**src/rtl/dis_pkg.sv**
```systemverilog
// Shared constants and types of the disjoint interval set.
package dis_pkg;

   localparam int TABLE_DEPTH = 32;
   localparam int DATA_W      = 32;
   localparam int IDX_W       = $clog2(TABLE_DEPTH);
   localparam int CNT_W       = $clog2(TABLE_DEPTH + 1);

   localparam logic KIND_ADD     = 1'b0;
   localparam logic KIND_READOUT = 1'b1;

   typedef enum logic [2:0] {
      ST_NEW      = 3'd0,
      ST_EXTEND   = 3'd1,
      ST_JOIN     = 3'd2,
      ST_COVERED  = 3'd3,
      ST_FULL     = 3'd4,
      ST_READOUT  = 3'd5
   } status_type;

endpackage

```
**src/rtl/dis_req_if.sv**
```systemverilog
// Request channel: one beat carries a command kind and a value.
interface dis_req_if import dis_pkg::*; ();
   logic                     valid;
   logic                     ready;
   logic                     kind;
   logic signed [DATA_W-1:0] value;

   modport source (output valid, output kind, output value, input ready);
   modport sink   (input valid, input kind, input value, output ready);
endinterface

```
**src/rtl/dis_rsp_if.sv**
```systemverilog
// Response channel: one beat carries a status and optionally one interval.
interface dis_rsp_if import dis_pkg::*; ();
   logic                     valid;
   logic                     ready;
   status_type               add_status;
   logic signed [DATA_W-1:0] interval_start;
   logic signed [DATA_W-1:0] interval_end;
   logic                     has_interval;
   logic                     last;

   modport source (output valid, output add_status, output interval_start,
                   output interval_end, output has_interval, output last,
                   input ready);
   modport sink   (input valid, input add_status, input interval_start,
                   input interval_end, input has_interval, input last,
                   output ready);
endinterface

```
**src/rtl/dis_ram.sv**
```systemverilog
// Generic single-write, single-read RAM with registered read data.
module dis_ram #(
   parameter int WIDTH = 32,
   parameter int DEPTH = 32
) (
   input  logic                     clock,
   input  logic                     wr_en,
   input  logic [$clog2(DEPTH)-1:0] wr_addr,
   input  logic [WIDTH-1:0]         wr_data,
   input  logic [$clog2(DEPTH)-1:0] rd_addr,
   output logic [WIDTH-1:0]         rd_data
);

   logic [WIDTH-1:0] mem_ff [DEPTH];
   logic [WIDTH-1:0] rd_data_ff;

   always_ff @(posedge clock) begin
      if (wr_en) begin
         mem_ff[wr_addr] <= wr_data;
      end
      rd_data_ff <= mem_ff[rd_addr];
   end

   assign rd_data = rd_data_ff;

endmodule

```
**src/rtl/disjoint_interval_set_top.sv**
```systemverilog
// Flow: an add scans the stored intervals (RAM read, then compare) up to the first one above the value,
//   decides, moves entries when a new interval is inserted or two are joined, places a new
//   interval if one is inserted, and emits the response beat.
// A readout reads each stored interval (RAM read, then response beat); empty: a single beat with no interval.
// Throughput: one request at a time, one shared subtractor; a held response beat stalls.
// Reset clears the interval count and the control state; no RAM clearing pass is needed.
module disjoint_interval_set_top import dis_pkg::*; (
   input  logic      clock,
   input  logic      reset,
   dis_req_if.sink   req,
   dis_rsp_if.source rsp
);

   typedef enum logic [3:0] {
      S_IDLE,
      S_SCAN_RD,
      S_SCAN_CMP,
      S_DECIDE,
      S_SHIFT_RD,
      S_SHIFT_WR,
      S_PLACE,
      S_RO_RD,
      S_RO_OUT,
      S_EMIT
   } state_type;

   state_type                state_ff;
   logic [CNT_W-1:0]         count_ff;
   logic signed [DATA_W-1:0] value_ff;
   logic [CNT_W-1:0]         ptr_ff;     // scan index and RAM read address
   logic [CNT_W-1:0]         dst_ff;     // write target while moving entries
   logic [CNT_W-1:0]         idx_ff;     // first entry that starts above the value
   logic                     shift_up_ff;
   logic signed [DATA_W-1:0] prev_end_ff;
   logic signed [DATA_W-1:0] above_end_ff;
   logic                     has_below_ff;
   logic                     has_above_ff;
   logic                     touch_above_ff;
   status_type               status_ff;

   // response register
   logic                     rsp_valid_ff;
   status_type               rsp_status_ff;
   logic signed [DATA_W-1:0] rsp_start_ff;
   logic signed [DATA_W-1:0] rsp_end_ff;
   logic                     rsp_has_ff;
   logic                     rsp_last_ff;

   // table RAM ports
   logic                     start_we;
   logic                     end_we;
   logic [IDX_W-1:0]         wr_addr;
   logic [DATA_W-1:0]        start_wd;
   logic [DATA_W-1:0]        end_wd;
   logic [DATA_W-1:0]        start_rd;
   logic [DATA_W-1:0]        end_rd;

   // shared subtractor: operand minus value, widened so limits never wrap
   logic signed [DATA_W-1:0] sub_op;
   logic signed [DATA_W+1:0] diff;
   logic                     diff_pos;
   logic                     diff_nonneg;
   logic                     diff_one;
   logic                     diff_minus_one;

   logic                     out_free;
   logic                     rsp_load;
   logic                     covered;
   logic                     touch_below;
   logic                     touch_above;
   logic [CNT_W-1:0]         idx_m1;

   dis_ram #(.WIDTH(DATA_W), .DEPTH(TABLE_DEPTH)) u_start_ram (
      .clock   (clock),
      .wr_en   (start_we),
      .wr_addr (wr_addr),
      .wr_data (start_wd),
      .rd_addr (ptr_ff[IDX_W-1:0]),
      .rd_data (start_rd)
   );

   dis_ram #(.WIDTH(DATA_W), .DEPTH(TABLE_DEPTH)) u_end_ram (
      .clock   (clock),
      .wr_en   (end_we),
      .wr_addr (wr_addr),
      .wr_data (end_wd),
      .rd_addr (ptr_ff[IDX_W-1:0]),
      .rd_data (end_rd)
   );

   // Compare the candidate start while scanning, the end below while deciding.
   assign sub_op = (state_ff == S_SCAN_CMP) ? $signed(start_rd) : prev_end_ff;
   assign diff   = {{2{sub_op[DATA_W-1]}}, sub_op} - {{2{value_ff[DATA_W-1]}}, value_ff};

   assign diff_nonneg    = !diff[DATA_W+1];
   assign diff_pos       = diff_nonneg && (diff != '0);
   assign diff_one       = (diff == (DATA_W+2)'(1));
   assign diff_minus_one = (diff == '1);

   assign covered     = has_below_ff && diff_nonneg;
   assign touch_below = has_below_ff && diff_minus_one;
   assign touch_above = has_above_ff && touch_above_ff;
   assign idx_m1      = idx_ff - CNT_W'(1);

   assign out_free  = !rsp_valid_ff || rsp.ready;
   // a new beat goes into the response register this cycle
   assign rsp_load  = out_free && (state_ff == S_RO_OUT || state_ff == S_EMIT);
   assign req.ready = (state_ff == S_IDLE);

   assign rsp.valid          = rsp_valid_ff;
   assign rsp.add_status     = rsp_status_ff;
   assign rsp.interval_start = rsp_start_ff;
   assign rsp.interval_end   = rsp_end_ff;
   assign rsp.has_interval   = rsp_has_ff;
   assign rsp.last           = rsp_last_ff;

   // Table writes: grow or join at the decision, move entries, drop in the new one.
   always_comb begin
      start_we = 1'b0;
      end_we   = 1'b0;
      wr_addr  = idx_ff[IDX_W-1:0];
      start_wd = value_ff;
      end_wd   = value_ff;
      if (state_ff == S_DECIDE && !covered) begin
         if (touch_below && touch_above) begin
            end_we  = 1'b1;
            wr_addr = idx_m1[IDX_W-1:0];
            end_wd  = above_end_ff;
         end else if (touch_below) begin
            end_we  = 1'b1;
            wr_addr = idx_m1[IDX_W-1:0];
         end else if (touch_above) begin
            start_we = 1'b1;
         end
      end else if (state_ff == S_SHIFT_WR) begin
         start_we = 1'b1;
         end_we   = 1'b1;
         wr_addr  = dst_ff[IDX_W-1:0];
         start_wd = start_rd;
         end_wd   = end_rd;
      end else if (state_ff == S_PLACE) begin
         start_we = 1'b1;
         end_we   = 1'b1;
      end
   end

   always_ff @(posedge clock) begin
      if (reset) begin
         state_ff     <= S_IDLE;
         count_ff     <= '0;
         rsp_valid_ff <= 1'b0;
      end else begin
         // load a new beat, or drop the current one once taken
         if (rsp_load) begin
            rsp_valid_ff <= 1'b1;
         end else if (rsp_valid_ff && rsp.ready) begin
            rsp_valid_ff <= 1'b0;
         end

         unique case (state_ff)
            S_IDLE: begin
               if (req.valid) begin
                  value_ff     <= req.value;
                  ptr_ff       <= '0;
                  has_below_ff <= 1'b0;
                  has_above_ff <= 1'b0;
                  if (req.kind == KIND_ADD) begin
                     state_ff <= S_SCAN_RD;
                  end else if (count_ff == '0) begin
                     status_ff <= ST_READOUT;
                     state_ff  <= S_EMIT;
                  end else begin
                     state_ff <= S_RO_RD;
                  end
               end
            end

            S_SCAN_RD: begin
               // past the last entry: nothing above the value
               if (ptr_ff == count_ff) begin
                  idx_ff   <= count_ff;
                  state_ff <= S_DECIDE;
               end else begin
                  state_ff <= S_SCAN_CMP;
               end
            end

            S_SCAN_CMP: begin
               if (diff_pos) begin
                  idx_ff         <= ptr_ff;
                  has_above_ff   <= 1'b1;
                  touch_above_ff <= diff_one;
                  above_end_ff   <= end_rd;
                  state_ff       <= S_DECIDE;
               end else begin
                  prev_end_ff  <= end_rd;
                  has_below_ff <= 1'b1;
                  ptr_ff       <= ptr_ff + CNT_W'(1);
                  state_ff     <= S_SCAN_RD;
               end
            end

            S_DECIDE: begin
               priority if (covered) begin
                  status_ff <= ST_COVERED;
                  state_ff  <= S_EMIT;
               end else if (touch_below && touch_above) begin
                  // close the gap: move entries above the joined one down by one
                  dst_ff      <= idx_ff;
                  ptr_ff      <= idx_ff + CNT_W'(1);
                  shift_up_ff <= 1'b1;
                  state_ff    <= S_SHIFT_RD;
               end else if (touch_below || touch_above) begin
                  status_ff <= ST_EXTEND;
                  state_ff  <= S_EMIT;
               end else if (count_ff == CNT_W'(TABLE_DEPTH)) begin
                  status_ff <= ST_FULL;
                  state_ff  <= S_EMIT;
               end else begin
                  // open a slot: move entries from the top down to the insert point
                  dst_ff      <= count_ff;
                  ptr_ff      <= count_ff - CNT_W'(1);
                  shift_up_ff <= 1'b0;
                  state_ff    <= S_SHIFT_RD;
               end
            end

            S_SHIFT_RD: begin
               if (shift_up_ff && ptr_ff == count_ff) begin
                  count_ff  <= count_ff - CNT_W'(1);
                  status_ff <= ST_JOIN;
                  state_ff  <= S_EMIT;
               end else if (!shift_up_ff && dst_ff == idx_ff) begin
                  state_ff <= S_PLACE;
               end else begin
                  state_ff <= S_SHIFT_WR;
               end
            end

            S_SHIFT_WR: begin
               dst_ff   <= ptr_ff;
               ptr_ff   <= shift_up_ff ? ptr_ff + CNT_W'(1) : ptr_ff - CNT_W'(1);
               state_ff <= S_SHIFT_RD;
            end

            S_PLACE: begin
               count_ff  <= count_ff + CNT_W'(1);
               status_ff <= ST_NEW;
               state_ff  <= S_EMIT;
            end

            S_RO_RD: begin
               state_ff <= S_RO_OUT;
            end

            S_RO_OUT: begin
               // hold the read data until the response register frees up
               if (out_free) begin
                  rsp_status_ff <= ST_READOUT;
                  rsp_start_ff  <= start_rd;
                  rsp_end_ff    <= end_rd;
                  rsp_has_ff    <= 1'b1;
                  rsp_last_ff   <= (ptr_ff + CNT_W'(1) == count_ff);
                  if (ptr_ff + CNT_W'(1) == count_ff) begin
                     state_ff <= S_IDLE;
                  end else begin
                     ptr_ff   <= ptr_ff + CNT_W'(1);
                     state_ff <= S_RO_RD;
                  end
               end
            end

            S_EMIT: begin
               if (out_free) begin
                  rsp_status_ff <= status_ff;
                  rsp_start_ff  <= '0;
                  rsp_end_ff    <= '0;
                  rsp_has_ff    <= 1'b0;
                  rsp_last_ff   <= 1'b1;
                  state_ff      <= S_IDLE;
               end
            end

            default: begin
               state_ff <= S_IDLE;
            end
         endcase
      end
   end

   a_count_bound: assert property (@(posedge clock) disable iff (reset)
      count_ff <= CNT_W'(TABLE_DEPTH))
      else $error("interval count above table depth");

   a_count_step: assert property (@(posedge clock) disable iff (reset)
      !$stable(count_ff) |-> (count_ff == $past(count_ff) + CNT_W'(1)) ||
                             (count_ff == $past(count_ff) - CNT_W'(1)))
      else $error("interval count moved by more than one");

   a_empty_is_last: assert property (@(posedge clock) disable iff (reset)
      rsp_valid_ff && !rsp_has_ff |-> rsp_last_ff)
      else $error("beat without interval is not the last one");

   a_interval_status: assert property (@(posedge clock) disable iff (reset)
      rsp_valid_ff && rsp_has_ff |-> rsp_status_ff == ST_READOUT)
      else $error("interval beat with non-readout status");

   a_idle_no_write: assert property (@(posedge clock) disable iff (reset)
      state_ff == S_IDLE |-> !start_we && !end_we)
      else $error("table written while idle");

endmodule
```
**src/flat_wrapper.sv**
```systemverilog
// flat-port wrapper written by rule: the top's interface ports become plain ports
module disjoint_interval_set_top_flat import dis_pkg::*;
  (clock, reset, req_valid, req_kind, req_value, req_ready, rsp_valid, rsp_add_status, rsp_interval_start, rsp_interval_end, rsp_has_interval, rsp_last, rsp_ready);
  dis_req_if req_i ();
  dis_rsp_if rsp_i ();
  input  logic clock;
  input  logic reset;
  input wire logic [$bits(req_i.valid)-1:0] req_valid;
  input wire logic [$bits(req_i.kind)-1:0] req_kind;
  input wire logic [$bits(req_i.value)-1:0] req_value;
  output wire logic [$bits(req_i.ready)-1:0] req_ready;
  output wire logic [$bits(rsp_i.valid)-1:0] rsp_valid;
  output wire logic [$bits(rsp_i.add_status)-1:0] rsp_add_status;
  output wire logic [$bits(rsp_i.interval_start)-1:0] rsp_interval_start;
  output wire logic [$bits(rsp_i.interval_end)-1:0] rsp_interval_end;
  output wire logic [$bits(rsp_i.has_interval)-1:0] rsp_has_interval;
  output wire logic [$bits(rsp_i.last)-1:0] rsp_last;
  input wire logic [$bits(rsp_i.ready)-1:0] rsp_ready;
  assign req_i.valid = req_valid;
  assign req_i.kind = req_kind;
  assign req_i.value = req_value;
  assign req_ready = req_i.ready;
  assign rsp_valid = rsp_i.valid;
  assign rsp_add_status = rsp_i.add_status;
  assign rsp_interval_start = rsp_i.interval_start;
  assign rsp_interval_end = rsp_i.interval_end;
  assign rsp_has_interval = rsp_i.has_interval;
  assign rsp_last = rsp_i.last;
  assign rsp_i.ready = rsp_ready;
  disjoint_interval_set_top u_core (.clock(clock), .reset(reset), .req(req_i), .rsp(rsp_i));
endmodule
```
**config.mk**
```make
export PLATFORM = sky130hd
export DESIGN_NAME = disjoint_interval_set_top_flat
export DESIGN_NICKNAME = d
export VERILOG_FILES = /design/src/rtl/dis_pkg.sv /design/src/rtl/dis_req_if.sv /design/src/rtl/dis_rsp_if.sv /design/src/rtl/dis_ram.sv /design/src/rtl/disjoint_interval_set_top.sv /design/src/flat_wrapper.sv
export SDC_FILE = /design/constraint.sdc
export NUM_CORES = 2
export LEC_CHECK = 0
export ABC_CLOCK_PERIOD_IN_PS = 9700
export BUFFER_PORTS_ARGS = -buffer_cell sky130_fd_sc_hd__buf_2
export CAP_MARGIN = 20
export CORE_MARGIN = 5
export CORE_UTILIZATION = 57
export DETAILED_ROUTE_END_ITERATION = 8
export GPL_TIMING_DRIVEN = 0
export PLACE_DENSITY = 0.72
export SLEW_MARGIN = 20
export SYNTH_ARGS = -nofsm -noshare
export SYNTH_HDL_FRONTEND = slang
export SYNTH_HIERARCHICAL = 1
export SYNTH_SLANG_ARGS = --single-unit
```
**constraint.sdc**
```tcl
create_clock -name clock -period 9.7 [get_ports clock]
set_input_delay 1.94 -clock clock [delete_from_list [all_inputs] [get_ports clock]]
set_output_delay 1.94 -clock clock [all_outputs]
set_load 0.1 [all_outputs]
```
# Yosys cells after proc, flatten, opt, wreduce, memory -nomap -nowiden
# Memory sizes are Yosys's and may differ from the RTL's. A register that Yosys moved wholly into a read port is not among the register bits.
# Index checks and enable logic that the tools add are counted.
# classes
add_sub_neg	7
n_eq_ne	32
muxes	89
n_bitwise	3
reduce_logical	41
# op_table
operator	count
32-bit two-way mux	9
32-bit one-hot mux with 2 select lines	2
6-bit two-way mux	16
4-bit two-way mux	10
4-bit one-hot mux with 10 select lines	1
6-bit one-hot mux with 2 select lines	3
34-bit by 2-bit equality test with 1-bit output (second input constant)	1
34-bit equality test (second input constant)	1
34-bit nonzero test	1
3-bit two-way mux	11
32-bit by 32-bit subtractor with 33-bit output	1
6-bit one-hot mux with 5 select lines	1
1-bit two-way mux	24
5-bit two-way mux	4
6-bit by 1-bit adder with 6-bit output (second input constant)	3
6-bit equality test	3
4-bit by 3-bit equality test with 1-bit output (second input constant)	4
2-bit by 1-bit != test with 1-bit output (second input constant)	8
4-bit AND reduction	4
3-bit one-hot mux with 4 select lines	1
3-bit AND reduction	4
2-bit nonzero test	6
6-bit by 1-bit subtractor with 6-bit output (second input constant)	2
1-bit logical AND	10
23 further kinds	42
# word_totals
register_bits	201
mem_bits_rw	2048
in_bits	37
output_inout_bits	71
wordCells	193
n_memories	2
# mem_list
name	depth	width	read_ports	rd_ports_with_merged_regs	wr	line	source
u_core.u_end_ram.mem_ff	32	32	1	1	1	dis_ram.sv:14	logic [WIDTH-1:0] mem_ff [DEPTH];
u_core.u_start_ram.mem_ff	32	32	1	1	1	dis_ram.sv:14	

# Depth between registers and ports, before layout
# logic_depth
word_depth	10
depth_mapped	27
depth_no_buf	25

# By module
# Netlist, hierarchy kept.
# by_module_without_submodules
module	instances	cells_each	area_each_um2	seq_area_each_um2
dis_ram	2	2260	40492.6	31390.1
disjoint_interval_set_top	1	1268	11903.9	5925.7

# Worst setup path after synthesis
# No wires, ideal clock.
# synth_timing
path_type	input-to-reg
startpoint	input port reset
endpoint	register u_core.rsp_status_ff[0] (netlist: u_core/rsp.add_status[0]), enable pin
setup_time_ps	666
arrival_time_ps	8733
required_ps	9034
path_slack_ps	301
path_stages	2
n_path_buf	1
cell_sequence	clkbuf_1 > nor4_1
# synth_via
elab_chain_len	2
# synth_lines
element	line	source
start, declared	flat_wrapper.sv:7	input logic reset;
1-bit inverter (no line)	--	
4-bit AND reduction (no line)	--	
end signal, assigned	disjoint_interval_set_top.sv:275	rsp_status_ff <= status_ff;
end, declared	disjoint_interval_set_top.sv:43	status_type rsp_status_ff;
# Every way passes these cells.
# A chain may end at the register's enable or synchronous reset.

# Final worst setup path
# layout_timing
startpoint	register u_core.state_ff[1]
endpoint	memory u_core.u_end_ram.mem_ff[5][6], enable pin
# layout_via
word_cells_on_any_way	24
cone_classes	1 x add/sub; 5 x eq/ne; 12 x mux; 6 x reduce/logical
# layout_rtl
element	line	source
start, declared	disjoint_interval_set_top.sv:27	state_type state_ff;
start signal, assigned	disjoint_interval_set_top.sv:149	state_ff <= S_IDLE;
start signal, assigned	disjoint_interval_set_top.sv:168	state_ff <= S_SCAN_RD;
start signal, assigned	disjoint_interval_set_top.sv:171	state_ff <= S_EMIT;
4-bit by 2-bit equality test with 1-bit output	disjoint_interval_set_top.sv:92	assign sub_op = (state_ff == S_SCAN_CMP) ? $signed(start_rd) : prev_end_ff;
32-bit two-way mux	disjoint_interval_set_top.sv:92	
32-bit by 32-bit subtractor with 33-bit output	disjoint_interval_set_top.sv:93	assign diff = {{2{sub_op[DATA_W-1]}}, sub_op} - {{2{value_ff[DATA_W-1]}}, value_ff};
34-bit equality test or 1-bit logical NOT (tied branches)	disjoint_interval_set_top.sv:98, disjoint_interval_set_top.sv:95	
1-bit logical AND (on tied branches)	disjoint_interval_set_top.sv:101, disjoint_interval_set_top.sv:100	
5-bit two-way mux (tied with other cells)	disjoint_interval_set_top.sv:129	end else if (touch_below) begin
5-bit two-way mux or 1-bit logical AND (tied branches)	disjoint_interval_set_top.sv:125, disjoint_interval_set_top.sv:124	
5-bit two-way mux (*)	disjoint_interval_set_top.sv:124	if (state_ff == S_DECIDE && !covered) begin
via u_core.wr_addr[1]	disjoint_interval_set_top.sv:52	logic [IDX_W-1:0] wr_addr;
end, declared	dis_ram.sv:14	
# Mark *: on every way through the listed nets, which the timed path passes. The rest lies on a longest branch.

==> flow_summary.ini <==
[routing]
wl_um = 249500
ant_nets = 0
dr.first_iter.drc_count = 6250
first_pass_iters = 6
drc_errors = 0
via_count = 54050
vias_per_cell = 6.268
post_drt_wl_per_cell_um = 28.93

[power]
p_sw_share_pct = 35.82
comb_power_share_pct = 34.3
switchingPower_uw = 11550
power.density_nw_per_um2 = 299.8
ir_drop_uv = 214.2
power_frac_seq_pct = 39.3
p_clk_share_pct = 26.5
p_leak_uw = 0.03717
p_int_uw = 20690
power_uw = 32240

[worst_setup_path]
crit_fanout = 17
endpoint_kind = flip-flop
cp-start-kind = flip-flop
crit_type = flip-flop to flip-flop
arrival_ns = 9.42
required_ns = 10.22

[clocking]
cts_sinks = 2313
cts_tree = built
htree_levels = 4
cts_resized = 0
post-cts-setup-buffer-count = 0
cts_buffers = 218
clock_latency_ns = 0.85
root_buffer = clkbuf_16
ctsHoldBuffers = 0
path_clk_slew_ns = 0.06
cts_buffer_depth = 3

[timing]
max_freq_mhz = 112.3
period_share_pct = 91.76
hold_viol = 0
holdWs_ns = 0.5162
fin_crit_ns = 8.901
clock-skew-final_ns = 0.04301
worst_pin_slew_ns = 1.200
setup_viol = 0
slew_violations = 0
finalWorstSetupSlack_ns = 0.7989
rsz0062_at_grt = no
slew_headroom_pct = 17.70

[yosys]
syn-instance-count = 5788
syn_nets = 5868
ys_async_sr_fraction_pct = 0
synth.ff_latch_count = 2313
yosys_warnings = 6
synth_top_flop_cell = edfxtp_1
yosys.cell_types.count = 79
syn_avg_cell_area_um2 = 16.05
synth-edff-count = 2238
syn_area_um2 = 92890
seq_area_frac_synth_pct = 73.97

[die]
dieWidth_um = 413.7
ioPinCount = 108
start_util_pct = 57.20
num_rows = 148
coreArea_um2 = 162400
die-area_um2 = 171100
dieHeight_um = 413.7

[global_routing]
grt_use_total_pct = 28.78
grt_start_max_net_pins = 33
grt_pass1_vias = 52720
grt_pass1_wl_um = 356000
gr-total-overflow = 0
antenna_found_initial = 4

[layout]
final_cell_mix = 2238 x edfxtp_1, 1037 x mux2i_1, 406 x nand2_1
drive_gt1_share_pct = 14.08
area_growth_pct = 15.76
mostFrequentLayoutCell = edfxtp_1
final_util_pct = 66.21
nets = 6334

[placed_design]
dp_slack_ns = 1.070
globalplace.congestion = 0.9556
io_buffers = 106
hpwl_um = 172000

[min_path]
hp-class = flip-flop to flip-flop

[run_status]
status = completed

[job]
cap_violations = 0
## logic make-up (layout without fill, tap and decap cells)
| logic type | Yosys count | count (layout) | synth area share (%) |
|---|---|---|---|
| and+or+nand+nor | 1116 | 1116 | 5.543 |
| buffers and inverters | 375 | 1034 | 2.144 |
| xor gates and xnor gates | 48 | 48 | 0.4526 |
| adders and majority gates | 43 | 43 | 0.5873 |
| other | 0 | 1 | 0 |
| muxes | 1038 | 1038 | 11.19 |
| DFF | 2313 | 2313 | 73.97 |
| AOI/OAI and AO/OA | 855 | 855 | 6.121 |
## state kept, by name, summed over array words and instances, names as in the netlist, 3 cells and up
signal and count:
u_core/u_start_ram/mem_ff 1024, u_core/prev_end_ff 32, u_core/u_start_ram/rd_data 32, u_core/state_ff 4, u_core/u_end_ram/rd_data 32, u_core/rsp.interval_end 32, u_core/count_ff 6, u_core/dst_ff 6
u_core/ptr_ff 6, u_core/rsp.interval_start 32, u_core/value_ff 32, u_core/rsp.add_status 3, u_core/idx_ff 6, u_core/status_ff 3, u_core/u_end_ram/mem_ff 1024, u_core/above_end_ff 32
## final cells by class
type	count	area, µm²
Sequential cell	2313	68710
Fill cell	10900	54870
Multi-Input combinational cell	3100	23280
Clock buffer	277	5849
Timing Repair Buffer	246	3627
Tap cell	2175	2721
Buffer	325	1807
Clock inverter	136	1348
Inverter	50	187.7
Antenna cell	1	2.502
## cell usage after synthesis (12+ instances only)
cell type / instances / area (µm²)
xor2_1: 24 / 210.2
mux2i_1: 1037 / 10380
o21ai_0: 76 / 380.4
buf_6: 30 / 337.8
clkbuf_1: 137 / 514.2
nand2b_1: 14 / 87.58
nand2_1: 407 / 1528
nor3_1: 84 / 420.4
buf_2: 67 / 335.3
dfxtp_1: 75 / 1501
a22oi_1: 193 / 1449
buf_1: 17 / 63.81
or3_1: 16 / 100.1
a22o_1: 128 / 1121
ha_1: 42 / 525.5
nor2b_1: 14 / 87.58
o22ai_1: 34 / 212.7
nand4_1: 12 / 75.07
a31oi_1: 71 / 444.2
and2_1: 74 / 462.9
nand3_1: 221 / 1106
a21oi_1: 258 / 1291
buf_4: 69 / 518.0
xnor2_1: 24 / 210.2
edfxtp_1: 2238 / 67200
nor2_1: 206 / 773.2
inv_1: 48 / 180.2
a21o_1: 12 / 90.09
## through the flow
| step | area (µm²) | TNS (ns) | std cells |
|---|---|---|---|
| 5_1_grt | 107500 | 0 | 8622 |
| 2_1_floorplan | 92890 | 0 | 5788 |
| 3_3_place_gp | 96140 | -2289.94 | 8069 |
| 4_1_cts | 107500 | 0 | 8622 |
| 3_5_place_dp | 100300 | 0 | 8209 |
| 6_report | 107500 | 0 | 8623 |
## final timing paths
| check | start | to | slack, ns | cells after the start |
|---|---|---|---|---|
| worst max-delay path | u_core/state_ff[1]$_SDFFE_PP0P_ | u_core/u_end_ram/mem_ff[5][6]$_DFFE_PP_ | 0.80 | 26 |
| worst max register to register | u_core/state_ff[1]$_SDFFE_PP0P_ | u_core/u_end_ram/mem_ff[5][6]$_DFFE_PP_ | 0.80 | 26 |
| worst min register to register | u_core/status_ff[2]$_DFFE_PP_ | u_core/rsp.add_status[2]$_SDFFCE_PN1P_ | 0.52 | 1 |
| worst min-delay path | u_core/status_ff[2]$_DFFE_PP_ | u_core/rsp.add_status[2]$_SDFFCE_PN1P_ | 0.52 | 1 |
## per-layer routing
metal  share of wire (%)  wire length, µm  vias to the layer above  global-route usage, %
li1                    -                -                    23480                      -
met1                  37            92720                    27200                  37.08
met2                  48           120200                     2812                  46.90
met3                 9.1            22820                      552                  6.248
met4                 5.5            13700                        8                  13.81
met5               0.018               46                        -                      0
## critical path, stage by stage, from the launching register on
cell and delay [ns]:
dfxtp_1 0.38, inv_1 0.24, nor2_1 0.09, nand2_1 0.16, clkbuf_1 0.51, clkbuf_1 0.42
nand2_1 0.21, nand2_1 0.15, ha_1 0.23, nor2b_1 0.15, o2111ai_2 0.30, a211oi_2 0.19
a221o_1 0.36, a211o_1 0.32, nor4_1 0.32, nand4_1 0.15, nor4_2 0.41, nand3_1 0.14
nor2_2 0.15, ha_1 0.18, clkbuf_1 0.39, clkbuf_1 0.54, a32oi_1 0.21, o221a_1 0.33
nand3b_1 0.85, nor2_4 0.93, buf_16 0.25
## power groups by stage
stage	combinational, µW	sequential (µW)	clock [µW]
2_1_floorplan	6420	12800	0
3_3_place_gp	10100	13000	0
3_5_place_dp	10800	12800	0
4_1_cts	10900	12600	8610
5_1_grt	11500	12700	9060
6_report	11000	12700	8540
Power figures use the tool's default switching activity.
